### config.mk
export PLATFORM = sky130hd
export DESIGN_NAME = shifting_array_insert_delete
export DESIGN_NICKNAME = d
export VERILOG_FILES = /design/src/sarr_pkg.sv /design/src/sarr_ctrl.sv /design/src/sarr_dp.sv /design/src/shifting_array_insert_delete.sv
export SDC_FILE = /design/constraint.sdc
export NUM_CORES = 2
export LEC_CHECK = 0
export BUFFER_PORTS_ARGS = -buffer_cell sky130_fd_sc_hd__clkbuf_2
export CAP_MARGIN = 25
export CORE_UTILIZATION = 32
export CTS_CLUSTER_DIAMETER = 50
export DETAILED_ROUTE_END_ITERATION = 8
export GPL_TIMING_DRIVEN = 0
export PLACE_DENSITY = 0.55
export SLEW_MARGIN = 20
export SYNTH_ARGS = -nofsm -noshare
export SYNTH_HDL_FRONTEND = slang
export SYNTH_HIERARCHICAL = 1
export SYNTH_SLANG_ARGS = --single-unit
export TNS_END_PERCENT = 30
### constraint.sdc
create_clock -name clock -period 7.2 [get_ports clock]
set_input_delay 0.36 -clock clock [delete_from_list [all_inputs] [get_ports clock]]
set_output_delay 0.36 -clock clock [all_outputs]
set_load 0.02 [all_outputs]
### src/sarr_pkg.sv
// Shared types and codes for the shifting array block.
// Used by the controller, the datapath and the top level.
package sarr_pkg;

   typedef enum logic [1:0] {
      CMD_INSERT = 2'd0,
      CMD_DELETE = 2'd1,
      CMD_DUMP   = 2'd2
   } cmd_type;

   typedef enum logic [1:0] {
      STATUS_OK       = 2'd0,
      STATUS_BAD      = 2'd1,
      STATUS_NOTFOUND = 2'd2,
      STATUS_EMPTY    = 2'd3
   } status_type;

   typedef struct packed {
      cmd_type            cmd;
      logic signed [31:0] value;
      logic [3:0]         position;
   } req_word_type;

   typedef struct packed {
      status_type         status;
      logic signed [31:0] element;
      logic [3:0]         element_index;
      logic [4:0]         fill;
      logic               last;
   } rsp_word_type;

   typedef enum logic [2:0] {
      FSM_IDLE,
      FSM_INSERT,
      FSM_MATCH,
      FSM_DELETE,
      FSM_DUMP,
      FSM_RESP
   } fsm_type;

   typedef struct packed {
      logic capture;
      logic apply_insert;
      logic load_match;
      logic apply_delete;
      logic dump_first;
      logic dump_next;
   } ctl_cmd_type;

   typedef struct packed {
      cmd_type cmd;
      logic    rsp_last;
   } dp_stat_type;

endpackage

### src/sarr_ctrl.sv
// Sequencer for the shifting array: steps each command word through the datapath.
// Depends on sarr_pkg.
module sarr_ctrl
   import sarr_pkg::*;
(
   input  logic        clock,
   input  logic        reset,
   input  logic        req_valid,
   output logic        req_stall,
   output logic        rsp_valid,
   input  logic        rsp_stall,
   input  dp_stat_type stat,
   output ctl_cmd_type ctl
);

   fsm_type state_ff;
   fsm_type state_in;

   always_ff @(posedge clock) begin
      if (reset) begin
         state_ff <= FSM_IDLE;
      end else begin
         state_ff <= state_in;
      end
   end

   always_comb begin
      state_in  = state_ff;
      ctl       = '0;
      req_stall = 1'b1;
      rsp_valid = 1'b0;
      case (state_ff)
         FSM_IDLE: begin
            req_stall = 1'b0;
            if (req_valid) begin
               ctl.capture = 1'b1;
               state_in    = FSM_MATCH;
            end
         end
         FSM_MATCH: begin
            // decode captured word; delete first registers the match vector
            case (stat.cmd)
               CMD_INSERT: state_in = FSM_INSERT;
               CMD_DELETE: begin
                  ctl.load_match = 1'b1;
                  state_in       = FSM_DELETE;
               end
               CMD_DUMP:   state_in = FSM_DUMP;
               default:    state_in = FSM_IDLE;
            endcase
         end
         FSM_INSERT: begin
            ctl.apply_insert = 1'b1;
            state_in         = FSM_RESP;
         end
         FSM_DELETE: begin
            ctl.apply_delete = 1'b1;
            state_in         = FSM_RESP;
         end
         FSM_DUMP: begin
            ctl.dump_first = 1'b1;
            state_in       = FSM_RESP;
         end
         FSM_RESP: begin
            rsp_valid = 1'b1;
            if (!rsp_stall) begin
               if (stat.rsp_last) begin
                  state_in = FSM_IDLE;
               end else begin
                  ctl.dump_next = 1'b1;
               end
            end
         end
         default: state_in = FSM_IDLE;
      endcase
   end

endmodule

### src/sarr_dp.sv
// Datapath: a row of word cells that shift, compare and rotate in place,
// plus the fill count and the result register. Depends on sarr_pkg.
module sarr_dp
   import sarr_pkg::*;
#(
   parameter int DEPTH = 16
) (
   input  logic         clock,
   input  logic         reset,
   input  req_word_type req_word,
   input  ctl_cmd_type  ctl,
   output dp_stat_type  stat,
   output rsp_word_type rsp_word
);

   localparam int CW = $clog2(DEPTH + 1);
   localparam int IW = $clog2(DEPTH);

   logic signed [31:0] cell_ff [DEPTH];
   logic signed [31:0] cell_in [DEPTH];
   logic [DEPTH-1:0]   match_ff;
   logic [DEPTH-1:0]   match_in;
   logic [DEPTH-1:0]   from_hit;
   logic [CW-1:0]      count_ff;
   logic [CW-1:0]      count_in;
   logic [IW-1:0]      idx_ff;
   logic [IW-1:0]      idx_in;
   req_word_type       req_ff;
   rsp_word_type       rsp_ff;
   rsp_word_type       rsp_in;

   logic [31:0] count32;
   logic [31:0] pos32;
   logic [31:0] idx32;
   logic [31:0] fill32;
   logic        ins_ok;
   logic        found;
   logic        rotate;
   logic        hit_acc;

   assign count32 = 32'(count_ff);
   assign pos32   = 32'(req_ff.position);
   assign idx32   = 32'(idx_ff);
   assign ins_ok  = (pos32 <= count32) && (count32 < 32'(DEPTH));
   assign rotate  = ctl.dump_first || ctl.dump_next;

   always_comb begin
      hit_acc = 1'b0;
      for (int i = 0; i < DEPTH; i++) begin
         match_in[i] = (cell_ff[i] == req_ff.value) && (32'(i) < count32);
         hit_acc     = hit_acc | match_ff[i];
         from_hit[i] = hit_acc;
      end
   end
   assign found = from_hit[DEPTH-1];

   always_comb begin
      for (int i = 0; i < DEPTH; i++) begin
         cell_in[i] = cell_ff[i];
         if (ctl.apply_insert && ins_ok) begin
            if (32'(i) == pos32) begin
               cell_in[i] = req_ff.value;
            end else if (i > 0 && 32'(i) > pos32 && 32'(i) <= count32) begin
               cell_in[i] = cell_ff[(i > 0) ? i - 1 : 0];
            end
         end else if (ctl.apply_delete && found) begin
            if (i < DEPTH - 1 && from_hit[i] && 32'(i) + 32'd1 < count32) begin
               cell_in[i] = cell_ff[(i < DEPTH - 1) ? i + 1 : i];
            end
         end else if (rotate && 32'(i) < count32) begin
            // rotate valid words left by one; a full dump rotates them back into order
            if (32'(i) + 32'd1 == count32) begin
               cell_in[i] = cell_ff[0];
            end else if (i < DEPTH - 1) begin
               cell_in[i] = cell_ff[(i < DEPTH - 1) ? i + 1 : i];
            end
         end
      end
   end

   always_comb begin
      count_in = count_ff;
      idx_in   = idx_ff;
      rsp_in   = rsp_ff;
      if (ctl.apply_insert) begin
         if (ins_ok) begin
            count_in = count_ff + CW'(1);
         end
         rsp_in.status        = ins_ok ? STATUS_OK : STATUS_BAD;
         rsp_in.element       = '0;
         rsp_in.element_index = '0;
         rsp_in.last          = 1'b1;
      end else if (ctl.apply_delete) begin
         if (found) begin
            count_in = count_ff - CW'(1);
         end
         rsp_in.status        = found ? STATUS_OK : STATUS_NOTFOUND;
         rsp_in.element       = '0;
         rsp_in.element_index = '0;
         rsp_in.last          = 1'b1;
      end else if (ctl.dump_first) begin
         idx_in = IW'(1);
         if (count_ff == '0) begin
            rsp_in.status        = STATUS_EMPTY;
            rsp_in.element       = '0;
            rsp_in.element_index = '0;
            rsp_in.last          = 1'b1;
         end else begin
            rsp_in.status        = STATUS_OK;
            rsp_in.element       = cell_ff[0];
            rsp_in.element_index = '0;
            rsp_in.last          = (count32 == 32'd1);
         end
      end else if (ctl.dump_next) begin
         idx_in               = idx_ff + IW'(1);
         rsp_in.status        = STATUS_OK;
         rsp_in.element       = cell_ff[0];
         rsp_in.element_index = idx32[3:0];
         rsp_in.last          = (idx32 + 32'd1 == count32);
      end
      fill32      = 32'(count_in);
      rsp_in.fill = fill32[4:0];
   end

   always_ff @(posedge clock) begin
      if (reset) begin
         count_ff <= '0;
      end else begin
         count_ff <= count_in;
      end
   end

   always_ff @(posedge clock) begin
      cell_ff <= cell_in;
      idx_ff  <= idx_in;
      rsp_ff  <= rsp_in;
      if (ctl.capture) begin
         req_ff <= req_word;
      end
      if (ctl.load_match) begin
         match_ff <= match_in;
      end
   end

   assign stat.cmd      = req_ff.cmd;
   assign stat.rsp_last = rsp_ff.last;
   assign rsp_word      = rsp_ff;

endmodule

### src/shifting_array_insert_delete.sv
// Shifting array with insert, delete-first-match and dump of all words.
// After its first word, a dump gives one word per cycle while rsp_stall is low.
// One command at a time: the next word is accepted in the cycle after the last result is taken.
// Reset (synchronous) empties the array and returns the sequencer to idle.
module shifting_array_insert_delete
   import sarr_pkg::*;
#(
   parameter int DEPTH = 16
) (
   input  logic         clock,
   input  logic         reset,
   input  logic         req_valid,
   output logic         req_stall,
   input  req_word_type req_word,
   output logic         rsp_valid,
   input  logic         rsp_stall,
   output rsp_word_type rsp_word
);

   ctl_cmd_type ctl;
   dp_stat_type stat;

   sarr_ctrl u_ctrl (
      .clock     (clock),
      .reset     (reset),
      .req_valid (req_valid),
      .req_stall (req_stall),
      .rsp_valid (rsp_valid),
      .rsp_stall (rsp_stall),
      .stat      (stat),
      .ctl       (ctl)
   );

   sarr_dp #(
      .DEPTH (DEPTH)
   ) u_dp (
      .clock    (clock),
      .reset    (reset),
      .req_word (req_word),
      .ctl      (ctl),
      .stat     (stat),
      .rsp_word (rsp_word)
   );

endmodule

-- Word-level counts from Yosys, hierarchy flattened
Index checks and enable logic that the tools add are counted.
- register bits after elaboration: 622
- output and inout port bits: 46
- word-level logic and storage cells: 440
- add/subtract/negate cells: 4
- $lt $le $gt $ge: 48
- eq/ne operators: 92
- mux-type cells: 142
- bitwise logic cells: 17
- reduce and logical (&&, ||, !) cells: 109
- operator list (operator ; number):
    32-bit 2-to-1 mux ; 110
    32-bit == test ; 16
    38-bit 2-to-1 mux ; 5
    1-bit logical AND ; 65
    3-bit AND reduction ; 16
    3-bit inequality test (second input constant) ; 15
    3-bit nonzero test ; 15
    4-bit by 5-bit == test with 1-bit output (first input constant) ; 8
    4-bit by 5-bit <= comparator with 1-bit output (first input constant) ; 8
    4-bit by 5-bit < comparator with 1-bit output (first input constant) ; 8
    3-bit by 2-bit inequality test with 1-bit output (second input constant) ; 13
    32-bit by 5-bit == test with 1-bit output ; 1
    4-bit == test (first input constant) ; 8
    4-bit greater-than comparator (first input constant) ; 8
    32-bit logical NOT ; 1
    3-bit by 5-bit == test with 1-bit output (first input constant) ; 4
    3-bit by 5-bit <= comparator with 1-bit output (first input constant) ; 4
    3-bit by 5-bit < comparator with 1-bit output (first input constant) ; 4
    5-bit 2-to-1 mux ; 4
    3-bit by 4-bit == test with 1-bit output (first input constant) ; 4
    3-bit by 4-bit greater-than comparator with 1-bit output (first input constant) ; 4
    1-bit 2-to-1 mux ; 16
    1-bit OR ; 15
    3-bit case mux with 4 select lines ; 1
    40 further kinds ; 59

-- Logic depth before layout (Yosys ltp)
- word-level depth: 18
- gate-level depth with buffers: 12

-- Cells and area by module
The synthesis kept the hierarchy.
- modules (own cells, without submodules) (module ; instances ; cells an instance ; area each (sq um) ; sequential area each (sq um)):
    sarr_dp ; 1 ; 3568 ; 39187.6 ; 18117.4
    sarr_ctrl ; 1 ; 25 ; 214.0 ; 60.1

-- Least setup slack after synthesis
Ideal clock, no wire load.
- path kind: register to register
- from: register u_dp.count_ff[3]
- to: register u_dp/cell_ff[480] (netlist bit), enable pin
- arrival: 5.030 ns
- required time: 6.730 ns
- setup slack: 1.700 ns
- cell stages (with the launch flop): 11
- buffers on the path: 3
- cells stage by stage: dfxtp_1 > clkbuf_1 > clkbuf_1 > inv_1 > ha_1 > a21o_1 > or3b_2 > o21ai_1 > clkbuf_1 > nand2_1 > o31ai_1
- word-level cells in the longest chain between the ends: 5
- RTL lines (what ; RTL line ; RTL):
    start, declared ; sarr_dp.sv:24 ; logic [CW-1:0] count_ff;
    start signal, assigned ; sarr_dp.sv:129 ; count_ff <= count_in;
    4-bit by 5-bit <= comparator with 1-bit output or 5-bit < comparator (tied branches) ; sarr_dp.sv:44 ; assign ins_ok = (pos32 <= count32) && (count32 < 32'(DEPTH));
    1-bit logical AND ; sarr_dp.sv:44 ;
    1-bit logical AND ; sarr_dp.sv:60 ; if (ctl.apply_insert && ins_ok) begin
    3-bit by 1-bit inequality test with 1-bit output (no line) (tied with other cells) ; - ;
    4-bit AND reduction (no line) (*) ; - ;
    end signal, assigned ; sarr_dp.sv:134 ; cell_ff <= cell_in;
    end, declared ; sarr_dp.sv:19 ; logic signed [31:0] cell_ff [DEPTH];
Every way passes the cells marked *; elsewhere a longest branch is shown, timed or not.
A chain may end at the register's enable or synchronous reset.

-- Worst setup path after layout
- from: register u_dp.count_ff[2]
- to: register u_dp/cell_ff[197] (netlist bit), enable pin
- word-level cells in the longest chain between the ends: 5
- RTL lines (what ; RTL line):
    4-bit by 5-bit <= comparator with 1-bit output or 5-bit < comparator (tied branches) ; sarr_dp.sv:44
    1-bit logical AND ; sarr_dp.sv:44
    1-bit logical AND ; sarr_dp.sv:60
    3-bit inequality test (no line) (tied with other cells) ; -
    3-bit AND reduction (no line) (*) ; -
Marks and branches as above.

==> results.cfg <==
[power_and_ir_drop]
p_leak_nw = 16.61
ir_drop_mv = 0.2516
total_power_mw = 15.27
p_per_area_nw_per_um2 = 325.4

[finish]
layout_common_cells = 572 x edfxtp_1, 449 x mux2i_1, 411 x nand3_1
instances_no_fill = 5587
stdcell_area_sq_um = 46930
layout_commonest_cell = edfxtp_1
syn_to_final_growth_pct = 19.11
layout-drive-gt1-share_pct = 12.12
fin_nets = 3916
fillers = 12190
multi_input_area_sq_um = 19650
area.sequential_sq_um = 18180
final_util_pct = 38.46

[worst_setup_path]
worstPathRequired_ns = 7.62
reg2reg_depth = 13
crit_slowest_cell = clkbuf_1
ff2ff_setup_slack_ns = 0.71
crit_chain = clkbuf_1 > clkbuf_1 > clkinv_1 > ha_1 > nand4_1 > or3b_2 > o21a_1 > clkbuf_1 > clkbuf_1 > clkbuf_1 > a21oi_1 > a21oi_4 > buf_16
rr_endpoint = u_dp/cell_ff[197]
path_class = reg2reg
critical-path-max-stage-delay_ns = 0.95
cpMostUsedCell = clkbuf_1
r2r_start = u_dp/count_ff[2]
critPathArrivalTime_ns = 6.90
setup.worst_path.end_class = flop
cp_max_fo = 19
start_kind = flop

[logic_synthesis]
syn-instance-count = 3593
syn-cell-area_sq_um = 39400
ys_seq_area_share_pct = 46.13
ys_warn_count = 6
yosys_register_bits = 622
synth_edf_count = 572
synth_nets = 3645
synth_cell_types = 64
async_flop_share_pct = 0
synthFlopType = edfxtp_1
avgSynthCellArea_sq_um = 10.97

[grt]
grt_pass1_wl_um = 267200
track_usage_pct = 30.61
grt-ovfl-total = 0
grt_pass1_vias = 32406
grt_max_degree = 27
grt_antenna_before_repair = 1

[sta]
layout_setup_ws_ns = 0.7149
rsz0062_at_grt = false
post-route-period-util_pct = 90.07
min_period_ns = 6.485
worst_slew_pin_slew_ns = 1.346
whs_ns = 0.05825
finalSetupTns_ns = 0
finClkSkew_ns = 0.03173
max_freq_ghz = 0.1542
setup_viol = 0
slew_viol_final = 0
max-slew-margin-rel_pct = 9.432
hold_violations = 0

[run_status]
status = finished, final reports clean

[min_path]
hold_depth = 4
hold_end = u_ctrl/state_ff[1]
min_from = rsp_stall
worst_hold_path_type = in2reg

[detailed_routing]
ant_nets = 0
met1_length_um = 82780
top_layer = met4
drc = 0
dr.pass1.iters = 8
first_iter_violations = 5428
routed_wl_um = 198200
viasPerCell = 6.232
wl_met3_um = 19450
vias = 34818
met2RoutedLength_um = 81070
wl_per_cell_um = 35.47

[die]
start_util_pct = 32.29
fp-row-count = 128
fp.dieArea_sq_um = 124500
ios = 88
core-area_sq_um = 122000
die_h_um = 352.9
die_x_um = 352.9

[clocking]
clkTransAtPathRegs_ns = 0.05
htree_levels = 3
clockBufferDepth = 3
cts_tree = built
clkSinkCount = 622
cts_setup_buffers = 0
clk_latency_ns = 0.72
ctsRootBufferMaster = clkbuf_16
cts_made_buffers = 109

[placed_design]
dpl.hpwl_um = 164200
finalWeightedCongestion = 1.126
portBuffers = 87
place_area_sq_um = 42700
pre_cts_ws_ns = 0.7147
dp_cells = 5337

[flow_run]
drv_cap = 0
## layer usage
metal  global-route usage (%)  vias up
li1                         -    14646
met1                    43.31    17204
met2                    43.15     2554
met3                    4.584      414
met4                    19.92        0
met5                        0        -
## critical path: cells and delay by family, from the launching register on
family,cells,cell delay [ns]
AND/OR/NAND/NOR,2,0.26
adder cells (fa/ha/maj),1,0.45
buffers and inverters,7,3.86
flip-flops,1,0.30
AO/OA/AOI/OAI,3,1.25
## synth_stat cells (7+ instances only)
cell | n | area share [%]
edfxtp_1 | 572 | 44
mux2i_1 | 449 | 11
nand3_1 | 411 | 5.2
o221ai_1 | 385 | 8.6
xor2_1 | 374 | 8.3
clkbuf_1 | 348 | 3.3
nand2_1 | 157 | 1.5
xnor2_1 | 147 | 3.3
nor4_1 | 109 | 1.7
buf_1 | 74 | 0.70
nand4_1 | 57 | 0.91
dfxtp_1 | 50 | 2.5
o21ai_0 | 46 | 0.58
or3_1 | 40 | 0.64
a22o_1 | 36 | 0.80
nor2_1 | 36 | 0.34
nand3_2 | 34 | 0.86
nor3_1 | 33 | 0.42
o221a_2 | 31 | 0.89
o221ai_2 | 31 | 1.2
a21oi_1 | 24 | 0.30
a31oi_1 | 17 | 0.27
buf_2 | 13 | 0.17
ha_1 | 10 | 0.32
inv_1 | 10 | 0.095
buf_6 | 7 | 0.20
or2_2 | 7 | 0.11
## repair_timing
action                    4_1_cts  5_1_grt
gates resized for setup         0        0
hold buffers                   39        0
hold endpoints to repair       41        0
## report_power, final
part	internal [mW]	total, mW	switching [mW]	leakage (nW)
Clock	3.36	5.47	2.11	1.83
Sequential	4.63	5.08	0.448	5.59
Combinational	1.39	4.73	3.34	9.19
Total	9.38	15.3	5.89	16.6
## worst max path at each step
stage                     slack (ns)              from  depth (start not counted)           endpoint
after floorplan                 1.70  u_dp/count_ff[3]                         10  u_dp/cell_ff[480]
after global placement         -1.52  u_dp/count_ff[2]                         12  u_dp/cell_ff[200]
after detailed placement        0.71  u_dp/count_ff[2]                         13  u_dp/cell_ff[200]
after CTS                       0.67  u_dp/count_ff[2]                         13  u_dp/cell_ff[211]
after global routing            0.85  u_dp/count_ff[2]                         13  u_dp/cell_ff[200]
final                           0.71  u_dp/count_ff[2]                         13  u_dp/cell_ff[197]
## flip-flops by register name, indices dropped and copies added (netlist names)
register,flops
u_dp/match_ff,16
u_dp/rsp_word,44
u_dp/idx_ff,4
u_dp/req_ff,32
u_dp/count_ff,5
u_ctrl/state_ff,3
u_dp/pos32,4
u_dp/cell_ff,512
u_dp/stat,2
## cells by family after synthesis
kind of cell / count (synthesis) / synth area share (%)
compound gates: 607 / 13.41
xor+xnor: 521 / 11.58
fa+ha+maj: 10 / 0.3176
buf+inv: 457 / 4.566
flops: 622 / 46.13
mux: 452 / 11.49
simple gates: 924 / 12.50
## area by class of cell
cell class,instances,share of cell area [%]
tap,1625,4.332
sequential,622,38.73
timing repair buffer,160,3.103
multi-input combinational,2514,41.88
clock buffer,124,6.132
clock inverter,82,1.968
inverter,11,0.08798
antenna,3,0.01600
buffer,446,3.751
(Power assumes the default switching activity.)
